[config.mk]
export PLATFORM = sky130hd
export DESIGN_NAME = bclb_reduce
export DESIGN_NICKNAME = d
export VERILOG_FILES = /design/src/rtl/core/bclb_pkg.sv /design/src/rtl/core/bclb_reduce.sv
export SDC_FILE = /design/constraint.sdc
export NUM_CORES = 1
export LEC_CHECK = 0
export BUFFER_PORTS_ARGS = -buffer_cell sky130_fd_sc_hd__buf_2
export CAP_MARGIN = 20
export CORE_MARGIN = 1
export CORE_UTILIZATION = 48
export CTS_CLUSTER_DIAMETER = 200
export CTS_CLUSTER_SIZE = 25
export DETAILED_ROUTE_END_ITERATION = 7
export PLACE_DENSITY = 0.73
export SETUP_SLACK_MARGIN = 0.15
export SLEW_MARGIN = 10
export SYNTH_ARGS = -nofsm -noshare
export SYNTH_HDL_FRONTEND = slang
export SYNTH_SLANG_ARGS = --single-unit
[constraint.sdc]
create_clock -name clk -period 16 [get_ports clk]
set_clock_uncertainty 0.1 [all_clocks]
set_input_delay 0.8 -clock clk [delete_from_list [all_inputs] [get_ports clk]]
set_output_delay 0.8 -clock clk [all_outputs]
set_load 0.005 [all_outputs]
[src/rtl/core/bclb_pkg.sv]
// Shared widths, codes and types for the box-to-cell distance bounds block.
package bclb_pkg;

    localparam int SCALE_LOG2 = 44;
    localparam int COORD_BITS = 16;
    localparam int AXES       = 3;
    localparam int BOX_W      = 16;
    localparam int MID_W      = 17;
    localparam int BASIS_W    = 17;
    localparam int CELL_W     = 48;
    localparam int W_W        = MID_W + 1;          // 2*coord - midpoint
    localparam int PROD_W     = BASIS_W + CELL_W;   // basis times cell bound
    localparam int T_W        = PROD_W + 1;         // target per axis
    localparam int HALF_W     = 32;                 // split of |T| for squaring
    localparam int TOP_W      = T_W - HALF_W;
    localparam int SQ_W       = 2 * T_W;
    localparam int CSQ_W      = SQ_W - SCALE_LOG2;
    localparam int LSQ_W      = 2 * W_W;
    localparam int LT_W       = W_W + T_W;
    localparam int ACC_W      = 96;
    localparam int OUT_W      = 84;
    localparam int LO_W       = 64;
    localparam int HI_W       = OUT_W - LO_W;
    localparam int CFG_W      = 51;
    localparam int DIAM_W     = 34;
    localparam int CFG_IDX_W  = 2;

    // configuration register indexes
    localparam logic [CFG_IDX_W-1:0] CFG_MID     = 2'd0;
    localparam logic [CFG_IDX_W-1:0] CFG_BASIS_A = 2'd1;
    localparam logic [CFG_IDX_W-1:0] CFG_BASIS_B = 2'd2;
    localparam logic [CFG_IDX_W-1:0] CFG_DIAM    = 2'd3;

    localparam logic [1:0] CORNER_FIRST = 2'd0;
    localparam logic [1:0] CORNER_LAST  = 2'd3;

    typedef logic signed [W_W-1:0]    wval_t;
    typedef logic signed [CELL_W-1:0] cell_t;
    typedef logic signed [ACC_W-1:0]  acc_t;

    typedef struct packed {
        logic       valid;
        logic [1:0] corner;
    } tag_t;

endpackage

[src/rtl/core/bclb_reduce.sv]
// Min/max over the four corners, saturation and the result register.
module bclb_reduce
    import bclb_pkg::*;
(
    input  logic            clk,
    input  logic            rst_n,
    output logic            en,
    input  tag_t            tag_in,
    input  acc_t            corner_min,
    input  acc_t            corner_max,
    output logic            out_valid,
    input  logic            out_ready,
    output logic [LO_W-1:0] lower_bound_lo,
    output logic [HI_W-1:0] lower_bound_hi,
    output logic [LO_W-1:0] upper_bound_lo,
    output logic [HI_W-1:0] upper_bound_hi
);

    localparam acc_t SAT_MAX = (acc_t'(1) <<< (OUT_W-1)) - acc_t'(1);
    localparam acc_t SAT_MIN = -(acc_t'(1) <<< (OUT_W-1));

    function automatic logic [OUT_W-1:0] saturate(input acc_t v);
        acc_t r;
        r = v;
        if (SAT_MAX < r)
            r = SAT_MAX;
        if (r < SAT_MIN)
            r = SAT_MIN;
        return r[OUT_W-1:0];
    endfunction

    logic             out_valid_reg;
    acc_t             best_min_reg, best_max_reg;
    acc_t             cur_min, cur_max;
    logic [OUT_W-1:0] lower_reg, upper_reg;
    logic             finish;

    // pipeline stalls only when a finished result would overwrite a waiting one
    assign finish = tag_in.valid && tag_in.corner == CORNER_LAST;
    assign en     = !(finish && out_valid_reg && !out_ready);

    // running extremes, first corner starts fresh
    always_comb
    begin
        if (tag_in.corner == CORNER_FIRST)
        begin
            cur_min = corner_min;
            cur_max = corner_max;
        end
        else
        begin
            cur_min = (corner_min < best_min_reg) ? corner_min : best_min_reg;
            cur_max = (best_max_reg < corner_max) ? corner_max : best_max_reg;
        end
    end

    always_ff @(posedge clk or negedge rst_n)
    begin
        if (!rst_n)
            out_valid_reg <= 1'b0;
        else if (en && finish)
            out_valid_reg <= 1'b1;
        else if (out_ready)
            out_valid_reg <= 1'b0;
    end

    always_ff @(posedge clk)
    begin
        if (en && tag_in.valid)
        begin
            best_min_reg <= cur_min;
            best_max_reg <= cur_max;
        end
        if (en && finish)
        begin
            lower_reg <= saturate(cur_min);
            upper_reg <= saturate(cur_max);
        end
    end

    assign out_valid      = out_valid_reg;
    assign lower_bound_lo = lower_reg[LO_W-1:0];
    assign lower_bound_hi = lower_reg[OUT_W-1:LO_W];
    assign upper_bound_lo = upper_reg[LO_W-1:0];
    assign upper_bound_hi = upper_reg[OUT_W-1:LO_W];

    a_result_from_last_corner: assert property (@(posedge clk) disable iff (!rst_n)
        $rose(out_valid_reg) |-> $past(finish))
        else $error("result raised without a last-corner transfer");

    a_bounds_ordered_sat: assert property (@(posedge clk) disable iff (!rst_n)
        out_valid_reg && !$past(en) |-> $stable(lower_reg) && $stable(upper_reg))
        else $error("result register changed while the pipeline was stalled");

endmodule

== Word-level counts from Yosys, hierarchy flattened ==
Index checks and enable logic that the tools add are counted.

* Register bits after elaboration: 361
* Input port bits: 198
* Output and inout port bits: 170
* Logic and storage cells: 31

* Magnitude comparators: 6
* Equal/unequal tests: 1
* Mux-type cells: 10
* Reductions and logical operators: 9

{| class="wikitable"
|+ Operator list
! kind !! number
|-
| 96-bit 2-to-1 mux || 8
|-
| 84-bit by 96-bit < comparator with 1-bit output (first input constant) || 2
|-
| 96-bit by 84-bit < comparator with 1-bit output (second input constant) || 2
|-
| 96-bit < comparator || 2
|-
| 1-bit logical AND || 5
|-
| 2-bit == test (second input constant) || 1
|-
| 1-bit zero test || 2
|-
| 2-bit zero test || 1
|-
| 1-bit 2-to-1 mux || 2
|-
| 2-bit nonzero test || 1
|}

== Logic depth before layout (Yosys ltp) ==
* Depth in word-level cells: 8
* Gate-level depth with buffers: 25
* Mapped depth without buffers: 20

== Worst setup path after synthesis ==
No wires, ideal clock.

* Path kind: input -> register
* Start: input port tag_in[2] in the netlist's numbering
* End: register lower_reg[0], enable pin
* Library setup time: 0.702 ns
* Arrival time: 7.891 ns
* Required time: 15.198 ns
* Slack: 7.307 ns
* Stages on the path: 2
* Path buffers: 0
* Cells stage by stage: nand3_1 > nor2_1

* Word-level cells in the longest chain between the ends: 5

{| class="wikitable"
|+ Ends and longest elaborated chain
! element !! line !! text
|-
| from (decl) || bclb_reduce.sv:8 || <nowiki>input tag_t tag_in,</nowiki>
|-
| 1-bit logical AND (*) || bclb_reduce.sv:39 || <nowiki>assign finish = tag_in.valid && tag_in.corner == CORNER_LAST;</nowiki>
|-
| 1-bit logical AND (2 in a row) || bclb_reduce.sv:40 || <nowiki>assign en = !(finish && out_valid_reg && !out_ready);</nowiki>
|-
| 1-bit zero test || bclb_reduce.sv:40 ||
|-
| 1-bit logical AND (*) || bclb_reduce.sv:74 || <nowiki>if (en && finish)</nowiki>
|-
| to (signal assigned) || bclb_reduce.sv:76 || <nowiki>lower_reg <= saturate(cur_min);</nowiki>
|-
| to (decl) || bclb_reduce.sv:35 || <nowiki>logic [OUT_W-1:0] lower_reg, upper_reg;</nowiki>
|}

Every way passes the cells marked *; elsewhere a longest branch is shown, timed or not.
A chain may end at the register's enable or synchronous reset.

== Worst setup path in the final report ==
* Start: register best_max_reg[79]
* End: register upper_reg[54], data pin

* Word-level cells in the longest chain between the ends: 7

{| class="wikitable"
|+ Ends and longest elaborated chain
! element !! line !! text
|-
| from (decl) || bclb_reduce.sv:33 || <nowiki>acc_t best_min_reg, best_max_reg;</nowiki>
|-
| from (signal assigned) || bclb_reduce.sv:72 || <nowiki>best_max_reg <= cur_max;</nowiki>
|-
| 96-bit < comparator || bclb_reduce.sv:53 || <nowiki>cur_max = (best_max_reg < corner_max) ? corner_max : best_max_reg;</nowiki>
|-
| 96-bit 2-to-1 mux (*) || bclb_reduce.sv:53 ||
|-
| 96-bit 2-to-1 mux (*) || bclb_reduce.sv:45 || <nowiki>if (tag_in.corner == CORNER_FIRST)</nowiki>
|-
| 84-bit by 96-bit < comparator with 1-bit output || bclb_reduce.sv:25 || <nowiki>if (SAT_MAX < r)</nowiki>
|-
| 96-bit 2-to-1 mux (*) || bclb_reduce.sv:25 ||
|-
| 96-bit 2-to-1 mux (*) || bclb_reduce.sv:74 ||
|-
| 96-bit by 84-bit < comparator with 1-bit output || bclb_reduce.sv:27 || <nowiki>if (r < SAT_MIN)</nowiki>
|-
| to (signal assigned) || bclb_reduce.sv:77 || <nowiki>upper_reg <= saturate(cur_max);</nowiki>
|-
| to (decl) || bclb_reduce.sv:35 ||
|}

Every way passes the cells marked *; elsewhere a longest branch is shown, timed or not. The select of a mux whose other input is x is not followed.

==> results by group <==
Floorplan
  – Die X: 208 um
  – IO Pins: 368
  – CORE AREA: 0.0419 mm2
  – # rows: 75
  – Die Ht: 208 um
  – Initial Util: 0.485
  – Full die area: 0.0432 mm2

Yosys
  – Post-synthesis cell type count: 56
  – Post-Syn Area: 0.0203 mm2
  – Mean post-synth cell area: 12.4 um2
  – Largest cells by area after synthesis: edfxtp_1 (53%), ha_1 (12%), inv_1 (5.2%), mux2_2 (5.0%), mux2i_1 (4.1%)
  – Post-Syn Nets: 2025
  – Yosys top cell area share: 0.532
  – FFs w/ async S/R, synth: 0.00277
  – Commonest cells in the netlist: edfxtp_1 (360), inv_1 (280), ha_1 (192)
  – Ys flop type: edfxtp_1
  – Yosys warns: 0
  – Seq cells post-synth: 361
  – Register area share after synthesis: 0.533
  – Most numerous cell in the Yosys netlist: edfxtp_1
  – Yosys top cell by area: edfxtp_1
  – Syn Inst Count: 1635
  – Number of flops mapped to enable cells by yosys: 360

GRT
  – Total congestion overflow: 0
  – Vias in the first global route: 14200
  – First-pass GRT wire length: 77.8 mm
  – Total GRT Usage: 0.224
  – Initial antenna violation count: 16
  – Pin count of the biggest net entering global routing: 169

Setup path
  – CP Class: flop to flop
  – Critical Path Source Type: flop
  – RR Startpoint: best_max_reg[79]$_DFFE_PP_
  – Crit path max-delay cell type: nor4_1
  – Levels on crit path: 21
  – Crit path capture type: flop
  – Max incr delay on CP: 0.76 ns
  – Reg2reg path depth: 21
  – Worst-path cell chain: ha_1 -> nand4_1 -> nor4_1 -> and4_1 -> and3_1 -> a22o_1 -> nor2_1 -> a21oi_1 -> or2_4 -> nand4_1 -> a21o_1 -> ha_4 -> inv_2 -> buf_4 -> nand4_1 -> nor4_1 -> o21ai_0 -> o2111ai_1 -> inv_2 -> buf_4 -> a221oi_1
  – CP arrival: 7.57 ns
  – Max FO, Critical Path: 83
  – Worst Path Required: 16.21 ns
  – Cell family with most CP delay: simple AND/OR/NAND/NOR gates
  – Worst Setup EP: upper_reg[54]$_SDFFCE_PP0P_
  – CP Buf/Inv Count: 4
  – Terminus of the critical flop-to-flop path: upper_reg[54]$_SDFFCE_PP0P_
  – CP Launch Point: best_max_reg[79]$_DFFE_PP_
  – Worst path most repeated cell: nand4_1
  – Worst reg2reg setup slack: 8.64 ns

Timing
  – Final hold vios: 0
  – Max_slew headroom: 0.258
  – Worst Max-Slew Pin Slew: 1.11 ns
  – Final setup viols: 0
  – Period Utilization, post-route: 0.460
  – Slew Viols, Final: 0
  – Crit path time final: 7.36 ns
  – Setup ws final: 8.64 ns
  – RSZ-0062 raised after global routing: no
  – Total negative slack: 0 ns
  – FMAX: 0.136 GHz

Cells and area
  – Nets: 2349
  – Fillers: 3525
  – Synth-to-Final Area Change: 14.2%
  – Layout cells sized above 1: 0.294

Power
  – VDD IR max: 0.0945 mV
  – Power per cell area: 109 mW/mm2
  – Static Leak: 0.0101 uW

Run
  – Max-Cap Viols: 0

Clock tree
  – Maximum level of the CTS H-tree: 1
  – Clock root buffer: clkbuf_16
  – Num Clock Sinks: 361
  – Cts bufs inserted: 18
  – Maximum clock insertion buffer count: 3
  – TritonCTS clock tree: yes
  – Clock Latency Late Sink: 0.54 ns
  – Clk slew on worst S/H paths: 0.10 ns

Placed design
  – Post-place setup slack: 8.26 ns
  – Final HPWL DP: 33.8 mm
  – PortBufs: 367
  – RePlAce Congestion: 0.905

Drt
  – TritonRoute pass-1 iters: 5
  – Avg Vias per Cell: 5.64
  – Starting DRT DRC Count: 846
  – Post-route ant nets: 0
  – WL/cell: 19.6 um
  – Routed WL: 49.5 mm
  – Residual DRC: 0
  – Via count: 14200

Min path
  – Min-Delay Path Class: primary input to flop

Run status
  – Run status: complete, no violations
logic make-up after synthesis:
family | synth area share
flip-flops | 0.533
buffers and inverters | 0.0697
AO/OA/AOI/OAI | 0.130
AND/OR/NAND/NOR | 0.0520
adder cells (fa/ha/maj) | 0.118
multiplexers | 0.0964
per-stage QoR:
stage / hold slack [ns] / power (uW) / instances / utilization / cell area, um2
2_1_floorplan: 0.404 / 1810 / 1635 / - / 20300
3_3_place_gp: 0.439 / 1980 / 2476 / 0.540 / 22600
3_5_place_dp: 0.453 / 2020 / 2476 / 0.540 / 22600
4_1_cts: 0.316 / 2540 / 2503 / 0.553 / 23100
5_1_grt: 0.337 / 2660 / 2518 / 0.554 / 23200
6_report: 0.339 / 2520 / 2519 / 0.555 / 23200
power by group:
group | internal (uW) | switching, uW | total (uW)
Clock | 222 | 304 | 526
Sequential | 1200 | 45.7 | 1250
Combinational | 346 | 404 | 750
Total | 1770 | 754 | 2520
placed cells by master (no fill, tap or decap), types with 8 or more instances in the layout:
cell type,netlist,final
inv_1,280,278
nor2_1,25,24
o21ba_2,73,73
ha_1,192,190
nor4_1,17,17
nand2_1,50,50
mux2_1,8,8
clkbuf_16,0,19
a221oi_1,89,89
nor3_1,10,10
edfxtp_1,360,360
diode_2,0,15
mux2_2,90,90
buf_4,7,10
a21o_1,30,30
o21ai_0,43,43
a21oi_1,65,65
o21ba_1,10,10
mux2i_1,84,83
nand4_1,52,52
nand3_1,14,14
buf_2,15,367
layer usage:
metal	track usage	vias to the layer above	part of all wire
li1	-	6751	-
met1	0.300	6969	0.43
met2	0.376	429	0.49
met3	0.0316	64	0.052
met4	0.0713	4	0.024
met5	0	-	0.00047
final cells by class:
type / instances / area [um2] / share of cell area
flip-flops and latches: 361 / 10800 / 0.467
multi-input cells: 918 / 8130 / 0.350
repair buffers: 380 / 1970 / 0.0849
inverters: 280 / 1050 / 0.0453
well taps: 539 / 674 / 0.0291
clock buffers: 25 / 498 / 0.0215
diodes: 15 / 37.5 / 0.00162
clock inverters: 1 / 16.3 / 0.000701
how the worst min path moves through the flow:
stage	slack [ns]	from	depth (start not counted)	end
after global routing	0.34	out_ready	2	out_valid$_DFFE_PN0P_
after CTS	0.32	out_ready	2	out_valid$_DFFE_PN0P_
after floorplan	0.40	rst_n	0	out_valid$_DFFE_PN0P_
final	0.34	out_ready	2	out_valid$_DFFE_PN0P_
after global placement	0.44	out_valid$_DFFE_PN0P_	2	out_valid$_DFFE_PN0P_
after detailed placement	0.45	out_valid$_DFFE_PN0P_	2	out_valid$_DFFE_PN0P_
repair_timing:
action | in CTS | in global routing
endpoints found under the hold margin | 1 | 0
setup buffers | 0 | 0
resized for setup | 0 | 0
hold buffers | 1 | 0
No activity file was read; power rests on OpenSTA's default activity.
