### config.mk
export PLATFORM = sky130hd
export DESIGN_NAME = bclb_issue
export DESIGN_NICKNAME = d
export VERILOG_FILES = /design/src/rtl/core/bclb_pkg.sv /design/src/rtl/core/bclb_issue.sv
export SDC_FILE = /design/constraint.sdc
export NUM_CORES = 1
export LEC_CHECK = 0
export BUFFER_PORTS_ARGS = -buffer_cell sky130_fd_sc_hd__buf_2
export CORE_AREA = 2 2 215 217
export CTS_CLUSTER_SIZE = 20
export DETAILED_ROUTE_END_ITERATION = 6
export DIE_AREA = 0 0 217 219
export GPL_TIMING_DRIVEN = 0
export PLACE_DENSITY = 0.7
export SETUP_SLACK_MARGIN = 0.2
export SYNTH_ARGS = -nofsm -noshare
export SYNTH_HDL_FRONTEND = slang
export SYNTH_SLANG_ARGS = --single-unit
### constraint.sdc
create_clock -name clk -period 21.2 [get_ports clk]
set_clock_uncertainty 0.1 [all_clocks]
set_input_delay 2.12 -clock clk [delete_from_list [all_inputs] [get_ports clk]]
set_output_delay 2.12 -clock clk [all_outputs]
set_load 0.05 [all_outputs]
### src/rtl/core/bclb_pkg.sv
// Shared widths, codes and types for the box-to-cell distance bounds block.
package bclb_pkg;

    localparam int SCALE_LOG2 = 44;
    localparam int COORD_BITS = 16;
    localparam int AXES       = 3;
    localparam int BOX_W      = 16;
    localparam int MID_W      = 17;
    localparam int BASIS_W    = 17;
    localparam int CELL_W     = 48;
    localparam int W_W        = MID_W + 1;          // 2*coord - midpoint
    localparam int PROD_W     = BASIS_W + CELL_W;   // basis times cell bound
    localparam int T_W        = PROD_W + 1;         // target per axis
    localparam int HALF_W     = 32;                 // split of |T| for squaring
    localparam int TOP_W      = T_W - HALF_W;
    localparam int SQ_W       = 2 * T_W;
    localparam int CSQ_W      = SQ_W - SCALE_LOG2;
    localparam int LSQ_W      = 2 * W_W;
    localparam int LT_W       = W_W + T_W;
    localparam int ACC_W      = 96;
    localparam int OUT_W      = 84;
    localparam int LO_W       = 64;
    localparam int HI_W       = OUT_W - LO_W;
    localparam int CFG_W      = 51;
    localparam int DIAM_W     = 34;
    localparam int CFG_IDX_W  = 2;

    // configuration register indexes
    localparam logic [CFG_IDX_W-1:0] CFG_MID     = 2'd0;
    localparam logic [CFG_IDX_W-1:0] CFG_BASIS_A = 2'd1;
    localparam logic [CFG_IDX_W-1:0] CFG_BASIS_B = 2'd2;
    localparam logic [CFG_IDX_W-1:0] CFG_DIAM    = 2'd3;

    localparam logic [1:0] CORNER_FIRST = 2'd0;
    localparam logic [1:0] CORNER_LAST  = 2'd3;

    typedef logic signed [W_W-1:0]    wval_t;
    typedef logic signed [CELL_W-1:0] cell_t;
    typedef logic signed [ACC_W-1:0]  acc_t;

    typedef struct packed {
        logic       valid;
        logic [1:0] corner;
    } tag_t;

endpackage

### src/rtl/core/bclb_issue.sv
// Input holding stage: takes one item and issues its four cell corners.
module bclb_issue
    import bclb_pkg::*;
(
    input  logic                 clk,
    input  logic                 rst_n,
    input  logic                 en,
    input  logic                 in_valid,
    output logic                 in_ready,
    input  logic [BOX_W-1:0]     box_low [AXES],
    input  logic [BOX_W-1:0]     box_high [AXES],
    input  cell_t                cell_left,
    input  cell_t                cell_right,
    input  cell_t                cell_bottom,
    input  cell_t                cell_top,
    input  logic [CFG_W-1:0]     mid_packed,
    output tag_t                 tag_out,
    output cell_t                alpha,
    output cell_t                beta,
    output wval_t                w_low [AXES],
    output wval_t                w_high [AXES]
);

    logic       busy_reg, busy_next;
    logic [1:0] corner_reg, corner_next;
    logic       accept;
    wval_t      hlow_reg [AXES];
    wval_t      hhigh_reg [AXES];
    wval_t      low_calc [AXES];
    wval_t      high_calc [AXES];
    cell_t      left_reg, right_reg, bottom_reg, top_reg;
    tag_t       tag_reg;
    cell_t      alpha_reg, beta_reg;
    wval_t      olow_reg [AXES];
    wval_t      ohigh_reg [AXES];

    // a new item may enter while the last corner of the held one issues
    assign in_ready = en && (!busy_reg || corner_reg == CORNER_LAST);
    assign accept   = in_valid && in_ready;

    // offsets from the doubled midpoint
    always_comb
    begin
        for (int i = 0; i < AXES; i++)
        begin
            low_calc[i]  = $signed({{(W_W-1-COORD_BITS){1'b0}}, box_low[i][COORD_BITS-1:0], 1'b0})
                         - $signed({1'b0, mid_packed[MID_W*i +: MID_W]});
            high_calc[i] = $signed({{(W_W-1-COORD_BITS){1'b0}}, box_high[i][COORD_BITS-1:0], 1'b0})
                         - $signed({1'b0, mid_packed[MID_W*i +: MID_W]});
        end
    end

    // corner sequencing
    always_comb
    begin
        busy_next   = busy_reg;
        corner_next = corner_reg;
        if (accept)
        begin
            busy_next   = 1'b1;
            corner_next = CORNER_FIRST;
        end
        else if (en && busy_reg)
        begin
            if (corner_reg == CORNER_LAST)
                busy_next = 1'b0;
            else
                corner_next = corner_reg + 2'd1;
        end
    end

    always_ff @(posedge clk or negedge rst_n)
    begin
        if (!rst_n)
        begin
            busy_reg   <= 1'b0;
            corner_reg <= CORNER_FIRST;
            tag_reg    <= '0;
        end
        else
        begin
            busy_reg   <= busy_next;
            corner_reg <= corner_next;
            if (en)
            begin
                tag_reg.valid  <= busy_reg;
                tag_reg.corner <= corner_reg;
            end
        end
    end

    // held item payload
    always_ff @(posedge clk)
    begin
        if (accept)
        begin
            hlow_reg   <= low_calc;
            hhigh_reg  <= high_calc;
            left_reg   <= cell_left;
            right_reg  <= cell_right;
            bottom_reg <= cell_bottom;
            top_reg    <= cell_top;
        end
        if (en)
        begin
            alpha_reg <= corner_reg[0] ? right_reg : left_reg;
            beta_reg  <= corner_reg[1] ? top_reg : bottom_reg;
            olow_reg  <= hlow_reg;
            ohigh_reg <= hhigh_reg;
        end
    end

    assign tag_out = tag_reg;
    assign alpha   = alpha_reg;
    assign beta    = beta_reg;
    assign w_low   = olow_reg;
    assign w_high  = ohigh_reg;

    a_no_ready_mid_item: assert property (@(posedge clk) disable iff (!rst_n)
        busy_reg && corner_reg != CORNER_LAST |-> !in_ready)
        else $error("input taken before the held item issued its last corner");

    a_accept_starts_corner0: assert property (@(posedge clk) disable iff (!rst_n)
        accept |=> busy_reg && corner_reg == CORNER_FIRST)
        else $error("accepted item does not start at the first corner");

endmodule

* Yosys cells after proc, flatten, opt, wreduce, memory -nomap -nowiden
Cells that the tools add are included.
Word-level totals: bits in registers 510, bits of input ports 343, output and inout bits 208, word-level logic and storage cells 48
Cells by class: $add $sub $neg 7, equality and inequality tests 2, muxes and demuxes 8, reduce and logical (&&, ||, !) cells 9
Operator list (count):
- subtractor 17 x 17 -> 18 bit | 6
- two-way mux 48 bit | 2
- two-way mux 2 bit | 3
- AND reduction 2 bit | 2
- nonzero test 2 bit | 2
- logical AND 1 bit | 3
- two-way mux 1 bit | 3
- adder 2 x 1 -> 2 bit (second input constant) | 1
- equality test 2 bit (second input constant) | 1
- inequality test 2 bit (second input constant) | 1
- zero test 1 bit | 1
- logical OR 1 bit | 1

* Logic depth before layout (Yosys ltp)
Gate-level depths: netlist (run 1).
word-level depth 6, depth in mapped cells 9, gate-level depth less buffers 8

* Worst setup path after synthesis (run 1)
No wires, ideal clock.
kind input port to flip-flop, start input en, end register bottom_reg[0] (enable), library setup time 698 ps, data arrival time 9178 ps, required time 20402 ps, path slack 11224 ps, stages 2, path buffers 1, cell sequence clkbuf_1 > and3_1
On the way: cells in the longest elaborated chain, start to end 2
Ends and longest elaborated chain:
- start: declaration | RTL line bclb_issue.sv:7 | input logic en,
- logical AND 1 bit | RTL line bclb_issue.sv:38 | assign in_ready = en && (!busy_reg || corner_reg == CORNER_LAST);
- logical AND 1 bit | RTL line bclb_issue.sv:39 | assign accept = in_valid && in_ready;
- named net accept | RTL line bclb_issue.sv:26 | logic accept;
- end signal: assignment | RTL line bclb_issue.sv:101 | bottom_reg <= cell_bottom;
- end: declaration | RTL line bclb_issue.sv:31 | cell_t left_reg, right_reg, bottom_reg, top_reg;
The timed path passes the listed nets, and every way through them passes these cells. A chain may end at the register's enable or synchronous reset.

* Worst setup path in the final report (run 1)
start input en, end output in_ready
On the way: cells in the longest elaborated chain, start to end 1
Ends and longest elaborated chain:
- logical AND 1 bit | RTL line bclb_issue.sv:38
- end: declaration | RTL line bclb_issue.sv:9 | output logic in_ready,
No other way between the ends.

==> results of run 1 <==
[routing by layer]
metal | vias up | routed length (µm)
li1 | 6455 | -
met1 | 6604 | 19500
met2 | 532 | 26000
met3 | 96 | 5220
met4 | 18 | 1260
met5 | - | 97
[worst reg2reg max path, stage by stage (launching register included)]
cell and delay (ps):
dfrtp_1 350, ha_1 160, nand2b_1 110, and3_4 570, buf_16 320, buf_16 280, buf_16 370
[power groups by stage]
stage / logic (mW) / registers, mW / clock network [mW]
2_1_floorplan: 0.261 / 1.55 / 0
3_3_place_gp: 0.638 / 1.36 / 0
3_5_place_dp: 0.660 / 1.33 / 0
4_1_cts: 0.664 / 1.31 / 0.913
5_1_grt: 0.703 / 1.32 / 0.953
6_report: 0.659 / 1.31 / 0.894
[layout make-up]
| class | instances | area share (%) |
|---|---|---|
| diodes | 10 | 0.0933 |
| plain buffers | 25 | 0.467 |
| clock buffers | 68 | 5.26 |
| clock inverters | 26 | 0.989 |
| inverters | 74 | 1.04 |
| multi-input cells | 749 | 22.1 |
| flip-flops and latches | 504 | 56.3 |
| well taps | 600 | 2.80 |
| repair buffers | 556 | 10.9 |
[kinds of logic (layout without fill, tap and decap cells)]
family                     after synthesis  count (layout)  synth area share [%]
muxes                                  102             102                  5.35
adders and majority gates              103             103                  6.22
other                                    0              10                     0
DFF                                    504             504                  70.5
buffers and inverters                   99             749                  1.88
and+or+nand+nor                        207             207                  4.84
AOI/OAI and AO/OA                      270             270                  8.48
xor gates and xnor gates                67              67                  2.74
[per-stage QoR]
stage,utilization (%),hold WS (ps),area (µm²),power [mW]
6_report,59.5,311,26800,2.86
5_1_grt,59.4,321,26800,2.97
4_1_cts,59.4,312,26800,2.89
3_5_place_dp,55.7,305,25100,1.99
3_3_place_gp,55.3,301,24900,2.00
2_1_floorplan,-,300,21400,1.81
[cells in the final DEF, fill, tap and decap left out, drive strengths merged, types with 15 or more instances in the layout]
cell type  count
mux2         101
a21oi         82
xor2          29
o21ai         42
clkbuf        87
nand2         38
o21a          16
xnor2         38
a21o          32
nor2b         15
nand3         15
clkinv        18
nor2          62
inv           77
buf          562
and3          19
edfxtp       498
ha            97
[worst min path at each step]
stage | from | endpoint | slack (ps)
CTS | hlow_reg[8] | w_low[8] | 310
floorplan | hhigh_reg[10] | w_high[10] | 300
global placement | hlow_reg[0] | w_low[0] | 300
finish | hlow_reg[8] | w_low[8] | 310
global route | hlow_reg[31] | w_low[31] | 320
detailed placement | hhigh_reg[42] | w_high[42] | 300
==> summary.md, run 1 <==
| Metric | Value |
|---|---|
| Placed cell count | `2508` |
| CP max stage cell | `buf_8` |
| Final wirelength | `52100 µm` |
| Switching pwr | `0.857 mW` |
| H-tree Lvls | `2` |
| Syn. warnings | `0` |
| Delay of the slowest critical-path stage | `520 ps` |
| Routed len/inst | `19.9 µm` |
| Crit path to | `in_ready` |
| Final Hold Vio Count | `0` |
| CTS tree | `yes` |
| Routed Antenna Nets | `0` |
| Max IR drop VDD | `0.0714 mV` |
| Hpwl dp | `38600 µm` |
| Crit Path Category | `input port to output pin` |
| Mapped Nets | `1798` |
| R2r startpoint | `corner_reg[0]` |
| Via count | `13.7k` |
| Skew-Pair Late Insertion Delay | `590 ps` |
| Number of enable flip-flop cells after synthesis | `498` |
| CTS Root Cell | `clkbuf_16` |
| Internal Pwr Total | `2.00 mW` |
| Area occupied by multi-input gates | `5930 µm²` |
| Die ar. | `47500 µm²` |
| Synth Flop Type | `edfxtp_1` |
| MaxCap Viol Count | `0` |
| Most frequent cells after synthesis | `edfxtp_1 (498), mux2_2 (101), ha_1 (97), a21oi_1 (79), inv_1 (74)` |
| Ranking of synthesized cells by area | `edfxtp_1 (70%), ha_1 (5.7%), mux2_2 (5.3%)` |
| Tmin final | `5910 ps` |
| Synthesized area per cell | `15.9 µm²` |
| Arrival time of the worst setup path | `3690 ps` |
| Placement row count | `78` |
| Largest net degree at the start of global routing | `103` |
| Setup violations, final | `0` |
| Synthesized cell area | `21400 µm²` |
| Final nets | `2408` |
| Number of global-route vias before repair | `13.8k` |
| CTS sink count | `504` |
| CP endpoint kind | `output pin` |
| Hold path depth | `0` |
| Vias per std cell | `5.25` |
| PwrDens | `107 nW/µm²` |
| CP cell instances | `buf_8 > clkbuf_1 > and2_1 > buf_2` |
| Status | `completed` |
| Post-synthesis sequential area ratio | `70.5%` |
| Final global-route overflow total | `0` |
| Initial antenna violation count | `17` |
| Max Clk Rate | `0.169 GHz` |
| CORE AREA | `45100 µm²` |
| R2R depth | `6` |
| Yosys cell types | `63` |
| Req. time, crit path | `18980 ps` |
| Number of port buffers | `550` |
| Met3 Resource Use GR | `8.02%` |
| Gr busiest metal | `met2` |
| #FFs+latches synth | `504` |
| Place WS | `15320 ps` |
| Post-CTS resize count | `0` |
| Cell with the most instances after synthesis | `edfxtp_1` |
| CTS Hold Bufs | `0` |
| Setup TNS | `0 ps` |
| Logic pwr share | `23.0%` |
| TritonCTS buffer count | `52` |
| R2r setup slk | `18560 ps` |
| Sequential share of power | `45.7%` |
| Cells after Synth | `1352` |
| Clock Power Share | `31.2%` |
| RSZ-0062 raised after global routing | `no` |
| Max-slew violations | `0` |
| Slew at the pin with the worst max-slew slack | `896 ps` |
| GRT met2 Usage | `36.9%` |
| Leakage Power | `10.8 nW` |
| Crit start category | `input port` |
| Top cell type's share of synthesized area | `69.8%` |
| Met1 Usage GRT | `24.2%` |
| Sw Ratio | `30.0%` |
| Share of synthesized registers carrying an async set or reset | `1.19%` |
| Worst r2r dst | `hhigh_reg[25]` |
| Initial core utilization | `47.5%` |
| Fillers | `3502` |
| Crit Path Max Fanout | `101` |
| Instance count on the critical path | `4` |
| CTS max path bufs | `3` |
| Crit. Startpoint | `en` |
| GP Congestion | `0.893` |
| Final worst setup slack | `15290 ps` |
| Yosys top cell by area | `edfxtp_1` |
| DIE WIDTH | `217 µm` |
| Max_slew headroom | `40.3%` |
| Register Area | `15100 µm²` |
| IO Count | `551` |
| Pre-antenna DRT Iters | `6` |
| Clock Pin Slew Worst Setup and Hold Paths | `60 ps` |
| DRC violations left | `0` |
| Share of layout cells above drive strength 1 | `37.7%` |
| Fin crit share | `27.9%` |
| Setup Fix Bufs, Post-CTS | `0` |
| Starting DRT DRC Count | `943` |
| WP buf/inv | `3` |
| Synth-to-layout area growth | `25.1%` |
| Hold WC Path Type | `flop to flop` |
| Critical path's top delay family | `buffers and inverters` |
| Final cell count without fillers | `2612` |
| First-pass GRT wire length | `76700 µm` |
| Die Ht | `219 µm` |
| Total global-route track usage | `21.2%` |
No activity file was read; power rests on OpenSTA's default activity.
==> run 2, diff against run 1 <==
--- a/config.mk
+++ b/config.mk
@@ -6,12 +6,12 @@
 export NUM_CORES = 1
 export LEC_CHECK = 0
 export BUFFER_PORTS_ARGS = -buffer_cell sky130_fd_sc_hd__buf_2
-export CORE_AREA = 2 2 215 217
+export CORE_MARGIN = 2
+export CORE_UTILIZATION = 48
 export CTS_CLUSTER_SIZE = 20
 export DETAILED_ROUTE_END_ITERATION = 6
-export DIE_AREA = 0 0 217 219
 export GPL_TIMING_DRIVEN = 0
-export PLACE_DENSITY = 0.7
+export PLACE_DENSITY = 0.73
 export SETUP_SLACK_MARGIN = 0.2
 export SYNTH_ARGS = -nofsm -noshare
 export SYNTH_HDL_FRONTEND = slang
==> constraint.sdc (replaced) <==
create_clock -name clk -period 5.15 [get_ports clk]
set_clock_uncertainty 0.1 [all_clocks]
set_input_delay 0.515 -clock clk [delete_from_list [all_inputs] [get_ports clk]]
set_output_delay 0.515 -clock clk [all_outputs]
set_load 0.05 [all_outputs]
==> summary.md, run 2 (synthesized netlist as in run 1, its figures left out) <==
| Metric | Value |
|---|---|
| Via count | `14.8k` |
| Final nets | `2597` |
| Status | `completed` |
| Total global-route track usage | `24.2%` |
| RSZ-0062 raised after global routing | `no` |
| First-pass GRT wire length | `86300 µm` |
| Internal Pwr Total | `8.49 mW` |
| Arrival time of the worst setup path | `3180 ps` |
| CP cell instances | `buf_8 > clkbuf_1 > and3_4 > buf_16 > buf_16` |
| Leakage Power | `11.7 nW` |
| Hold Slack | `53.3 ps` |
| CTS tree | `yes` |
| Overall Power | `12.1 mW` |
| IO Count | `551` |
| Register Area | `15100 µm²` |
| Leading cell type in the layout, fill and taps excluded | `buf_2` |
| Final cell count without fillers | `2787` |
| Tmin final | `3030 ps` |
| Delay of the slowest critical-path stage | `830 ps` |
| Number of port buffers | `550` |
| Max-slew violations | `0` |
| Crit path to | `hhigh_reg[22]` |
| R2r setup slk | `2550 ps` |
| Die Ht | `215 µm` |
| DIE WIDTH | `215 µm` |
| Crit start category | `input port` |
| Max Clk Rate | `0.330 GHz` |
| Sw Ratio | `30.1%` |
| Initial core utilization | `48.6%` |
| Fin crit share | `58.9%` |
| CTS max path bufs | `3` |
| Crit-path most repeated cell | `buf_16` |
| Routed len/inst | `20.7 µm` |
| Largest net degree at the start of global routing | `106` |
| Pre-antenna DRT Iters | `6` |
| Max_slew headroom | `32.3%` |
| Post-CTS resize count | `0` |
| CP endpoint kind | `flop` |
| Die ar. | `46300 µm²` |
| Placement row count | `77` |
| Final global-route overflow total | `0` |
| Crit Path Category | `input port to flop` |
| Initial antenna violation count | `4` |
| Final Hold Vio Count | `0` |
| Area occupied by multi-input gates | `5930 µm²` |
| Crit Path Max Fanout | `98` |
| PwrDens | `423 nW/µm²` |
| Placed cell count | `2499` |
| MaxCap Viol Count | `0` |
| R2r startpoint | `corner_reg[0]` |
| Hpwl dp | `38500 µm` |
| Starting DRT DRC Count | `1182` |
| Crit. Startpoint | `en` |
| Final Util | `65.1%` |
| Number of global-route vias before repair | `15.5k` |
| Share of layout cells above drive strength 1 | `34.7%` |
| Vias per std cell | `5.31` |
| CTS sink count | `504` |
| Max IR drop VDD | `0.316 mV` |
| CTS Root Cell | `clkbuf_16` |
| CORE AREA | `44100 µm²` |
| CP max stage cell | `and3_4` |
| Switching pwr | `3.65 mW` |
| Clock Power Share | `31.8%` |
| Skew-Pair Late Insertion Delay | `580 ps` |
| Logic pwr share | `23.7%` |
| Slew at the pin with the worst max-slew slack | `1020 ps` |
| Sequential share of power | `44.5%` |
| DRC violations left | `0` |
| Clock Pin Slew Worst Setup and Hold Paths | `60 ps` |
| H-tree Lvls | `2` |
| TritonCTS buffer count | `52` |
| Worst r2r dst | `hhigh_reg[22]` |
| Most frequent cells in the layout | `buf_2 (549), edfxtp_1 (498), dlygate4sd3_1 (190)` |
| Setup violations, final | `0` |
| CTS Hold Bufs | `189` |
| Synth-to-layout area growth | `34.1%` |
| Final wirelength | `57600 µm` |
| R2R depth | `5` |
| Hold WC Path Type | `input port to flop` |
| Setup Fix Bufs, Post-CTS | `0` |
| Routed Antenna Nets | `0` |
| Fillers | `3087` |
| Req. time, crit path | `5300 ps` |
| GP Congestion | `0.924` |
| Setup TNS | `0 ps` |
[run 2: changes by cell type in the layout (fill, tap and decap cells not counted), moves of 2 or more]
cell	before	now
clkbuf_1	29	27
clkinvlp_4	1	3
clkinv_4	0	3
clkinv_8	2	0
dlygate4sd3_1	0	190
clkinv_1	10	6
diode_2	10	3
clkinv_2	6	10
inv_6	2	0
bufinv_16	4	7
[run 2: through the flow]
step / area, µm² / setup slack, ps
4_1_cts: 28700 / 2140
5_1_grt: 28700 / 1930
3_5_place_dp: 25100 / 1520
2_1_floorplan: 21400 / 1660
6_report: 28700 / 2120
3_3_place_gp: 24900 / -3050
[run 2: worst min-delay path by stage]
stage                  startpoint           end  cells after the start
floorplan                   rst_n      busy_reg                      0
global placement            rst_n    tag_out[2]                      1
detailed placement          rst_n    tag_out[2]                      1
CTS                 cell_left[23]  left_reg[23]                      1
global route         cell_top[11]   top_reg[11]                      1
finish              cell_right[0]  right_reg[0]                      1
[run 2: per-layer routing]
| layer | part of all wire [%] | vias up | track usage, % | routed length [µm] |
|---|---|---|---|---|
| li1 | - | 6830 | - | - |
| met1 | 37 | 7121 | 27.9 | 21400 |
| met2 | 51 | 714 | 42.7 | 29200 |
| met3 | 8.3 | 142 | 6.72 | 4810 |
| met4 | 3.8 | 2 | 9.40 | 2160 |
| met5 | 0.019 | - | 0 | 11 |
[run 2: power by group through the flow]
stage | logic (mW) | registers [mW] | clock network [mW]
2_1_floorplan | 1.08 | 6.30 | 0
3_3_place_gp | 2.63 | 5.49 | 0
3_5_place_dp | 2.72 | 5.47 | 0
4_1_cts | 2.86 | 5.39 | 3.90
5_1_grt | 3.05 | 5.45 | 4.07
6_report | 2.88 | 5.40 | 3.86
[run 2: final cells by class]
cell class	count	area share [%]
clock inverters	29	1.15
flip-flops and latches	504	52.6
multi-input cells	749	20.6
repair buffers	745	16.7
plain buffers	25	0.435
clock buffers	66	4.93
well taps	592	2.58
diodes	3	0.0261
inverters	74	0.967
[run 2: critical path, delay by kind of cell]
family / cells / cell delay [ps]
buf+inv: 4 / 1570
simple gates: 1 / 830
==> run 3, diff against run 2 <==
--- a/config.mk
+++ b/config.mk
@@ -5,11 +5,12 @@
 export SDC_FILE = /design/constraint.sdc
 export NUM_CORES = 1
 export LEC_CHECK = 0
+export ABC_AREA = 1
 export BUFFER_PORTS_ARGS = -buffer_cell sky130_fd_sc_hd__buf_2
-export CORE_MARGIN = 2
-export CORE_UTILIZATION = 48
+export CORE_AREA = 2 2 216 218
 export CTS_CLUSTER_SIZE = 20
 export DETAILED_ROUTE_END_ITERATION = 6
+export DIE_AREA = 0 0 218 220
 export GPL_TIMING_DRIVEN = 0
 export PLACE_DENSITY = 0.73
 export SETUP_SLACK_MARGIN = 0.2
==> constraint.sdc (replaced) <==
create_clock -name clk -period 3.1 [get_ports clk]
set_clock_uncertainty 0.1 [all_clocks]
set_input_delay 0.31 -clock clk [delete_from_list [all_inputs] [get_ports clk]]
set_output_delay 0.31 -clock clk [all_outputs]
set_load 0.05 [all_outputs]
==> summary.md, run 3 <==
| Metric | Value |
|---|---|
| Status | `completed` |
| CTS max path bufs | `3` |
| Slew at the pin with the worst max-slew slack | `662 ps` |
| Final cell count without fillers | `3519` |
| Synth-to-layout area growth | `32.7%` |
| Largest family of logic cells by synthesized area | `simple AND/OR/NAND/NOR gates` |
| Largest net degree at the start of global routing | `100` |
| Crit Path Category | `flop to flop` |
| MaxCap Viol Count | `0` |
| Number of global-route vias before repair | `17.7k` |
| Initial antenna violation count | `10` |
| Share of synthesized registers carrying an async set or reset | `1.19%` |
| Share of layout cells above drive strength 1 | `26.7%` |
| CTS sink count | `504` |
| Synthesized area per cell | `11.2 µm²` |
| Crit start category | `flop` |
| Via count | `17.4k` |
| GP Congestion | `0.901` |
| Max-slew violations | `0` |
| CP endpoint kind | `flop` |
| Hold Slack | `36.2 ps` |
| Crit Path Max Fanout | `44` |
| Overall Power | `20.5 mW` |
| Fin crit share | `80.1%` |
| Routed Antenna Nets | `0` |
| Post-Synth Adder-Cell Area | `5.81%` |
| CP cell instances | `ha_2 > inv_2 > nand2_2 > inv_2 > nor2_4 > nand2_2 > clkinvlp_4 > buf_12 > buf_12 > buf_12 > buf_12` |
| Arrival time of the worst setup path | `2640 ps` |
| Number of enable flip-flop cells after synthesis | `498` |
| Syn. warnings | `0` |
| Cell with the most instances after synthesis | `nand2_1` |
| Ranking of synthesized cells by area | `edfxtp_1 (65%), nand2_1 (11%), ha_1 (5.3%)` |
| Setup violations, final | `0` |
| Skew-Pair Late Insertion Delay | `600 ps` |
| Leakage Power | `14.2 nW` |
| CTS tree | `yes` |
| TritonCTS buffer count | `51` |
| DRC violations left | `0` |
| Hold WC Path Type | `input port to flop` |
| Mapped Nets | `2496` |
| Delay of the slowest critical-path stage | `370 ps` |
| Post-synthesis sequential area ratio | `65.8%` |
| Final Hold Vio Count | `0` |
| Cells after Synth | `2050` |
| Simple-gate share of the synthesized area | `17.0%` |
| Synth Flop Type | `edfxtp_1` |
| Die Ht | `220 µm` |
| Leading cell type in the layout, fill and taps excluded | `nand2_1` |
| Final Util | `66.4%` |
| Post-synthesis mux area share | `2.36%` |
| Post-synthesis compound-gate area fraction | `1.65%` |
| IO Count | `551` |
| CORE AREA | `45900 µm²` |
| Final global-route overflow total | `0` |
| Yosys top cell by area | `edfxtp_1` |
| Final wirelength | `67700 µm` |
| Top cell type's share of synthesized area | `65.2%` |
| Initial core utilization | `50.0%` |
| Req. time, crit path | `3260 ps` |
| Final nets | `3313` |
| Most frequent cells in the layout | `nand2_1 (690), buf_2 (558), edfxtp_1 (498)` |
| Routed len/inst | `19.2 µm` |
| Starting DRT DRC Count | `1249` |
| Setup TNS | `0 ps` |
| H-tree Lvls | `2` |
| Synthesized cell area | `22900 µm²` |
| CP max stage cell | `dfrtp_1` |
| Total global-route track usage | `27.6%` |
| #FFs+latches synth | `504` |
| CTS Root Cell | `clkbuf_16` |
| WP buf/inv | `7` |
| Max Clk Rate | `0.403 GHz` |
| PwrDens | `673 nW/µm²` |
| Vias per std cell | `4.96` |
| Area occupied by multi-input gates | `6530 µm²` |
| Tmin final | `2480 ps` |
| Hpwl dp | `47100 µm` |
| DIE WIDTH | `218 µm` |
| Number of port buffers | `550` |
| Placed cell count | `3216` |
| Clock Pin Slew Worst Setup and Hold Paths | `60 ps` |
| Pre-antenna DRT Iters | `5` |
| Most frequent cells after synthesis | `nand2_1 (692), edfxtp_1 (498), inv_1 (322), ha_1 (97), nor2_1 (75)` |
| Fillers | `3354` |
| First-pass GRT wire length | `99500 µm` |
| Max IR drop VDD | `0.745 mV` |
| Register Area | `15100 µm²` |
| Post-synthesis xor/xnor area fraction | `1.60%` |
| RSZ-0062 raised after global routing | `no` |
| Crit-path most repeated cell | `buf_12` |
| Critical path's top delay family | `buffers and inverters` |
| Placement row count | `79` |
| Yosys cell types | `29` |
| Max_slew headroom | `55.9%` |
| Die ar. | `48000 µm²` |
[run 3: cell types whose count changed in the layout (fill, tap and decap cells not counted), sizes merged, moves of 19 or more]
cell / previous run / this run
a21o: 32 / 0
and3: 19 / 0
inv: 74 / 326
mux2: 101 / 48
nand2: 38 / 741
nand3: 15 / 69
o21ai: 42 / 7
xnor2: 38 / 8
[run 3: worst paths after layout]
path	slack (ps)	startpoint	cells after the start	to
max	620	corner_reg[1]	11	hhigh_reg[38]
min	40	box_high[16]	2	hhigh_reg[19]
max reg2reg	620	corner_reg[1]	11	hhigh_reg[38]
min reg2reg	300	hhigh_reg[23]	0	w_high[23]
max in group asynchronous	2060	rst_n	3	corner_reg[0]
min in group asynchronous	610	rst_n	3	corner_reg[1]
[run 3: through the flow]
stage          cell area (µm²)  setup slack (ps)
2_1_floorplan            23000             -2730
3_3_place_gp             26500             -7040
3_5_place_dp             26700              -898
4_1_cts                  30400               265
5_1_grt                  30500               481
6_report                 30500               616
[run 3: final cells by class]
type	instances	area share, %
Inverter	326	4.03
Tap cell	607	2.49
Clock inverter	33	1.19
Timing Repair inverter	1	0.0164
Timing Repair Buffer	763	16.5
Buffer	20	0.337
Sequential cell	504	49.6
Antenna cell	5	0.0411
Clock buffer	60	4.37
Multi-Input combinational cell	1200	21.4
[run 3: cells by family (layout without fill, tap and decap cells)]
logic type | Yosys count | count (layout)
buf+inv | 346 | 1203
simple gates | 933 | 933
compound gates | 74 | 74
other cells | 0 | 5
flops | 504 | 504
fa+ha+maj | 103 | 103
mux | 48 | 48
xor+xnor | 42 | 42
[run 3: what timing repair did]
item	CTS	global route
setup buffers	0	2
endpoints found under the setup margin	158	79
cloned	2	0
gates resized for setup	1	1
hold endpoints to repair	207	0
hold buffers	201	0
[run 3: worst register-to-register path, cell delays in order (launching register included)]
cell        delay, ps
dfrtp_1           370
ha_2              180
inv_2              40
nand2_2            70
inv_2              60
nor2_4            110
nand2_2           120
clkinvlp_4        120
buf_12            200
buf_12            240
buf_12            220
buf_12            280
[run 3: per-layer routing]
| layer | share of wire [%] | vias up | GRT usage [%] | routed length (µm) |
|---|---|---|---|---|
| met1 | 37 | 8179 | 31.7 | 25200 |
| met5 | 0.089 | - | 0 | 60 |
| met4 | 4.6 | 10 | 13.2 | 3130 |
| met2 | 50 | 725 | 48.6 | 34000 |
| li1 | - | 8362 | - | - |
| met3 | 7.8 | 171 | 6.50 | 5290 |
[run 3: report_power, final]
part           switching (mW)  internal, mW
logic                    3.71          1.54
registers               0.280          8.68
clock network            2.69          3.59
total                    6.68          13.8
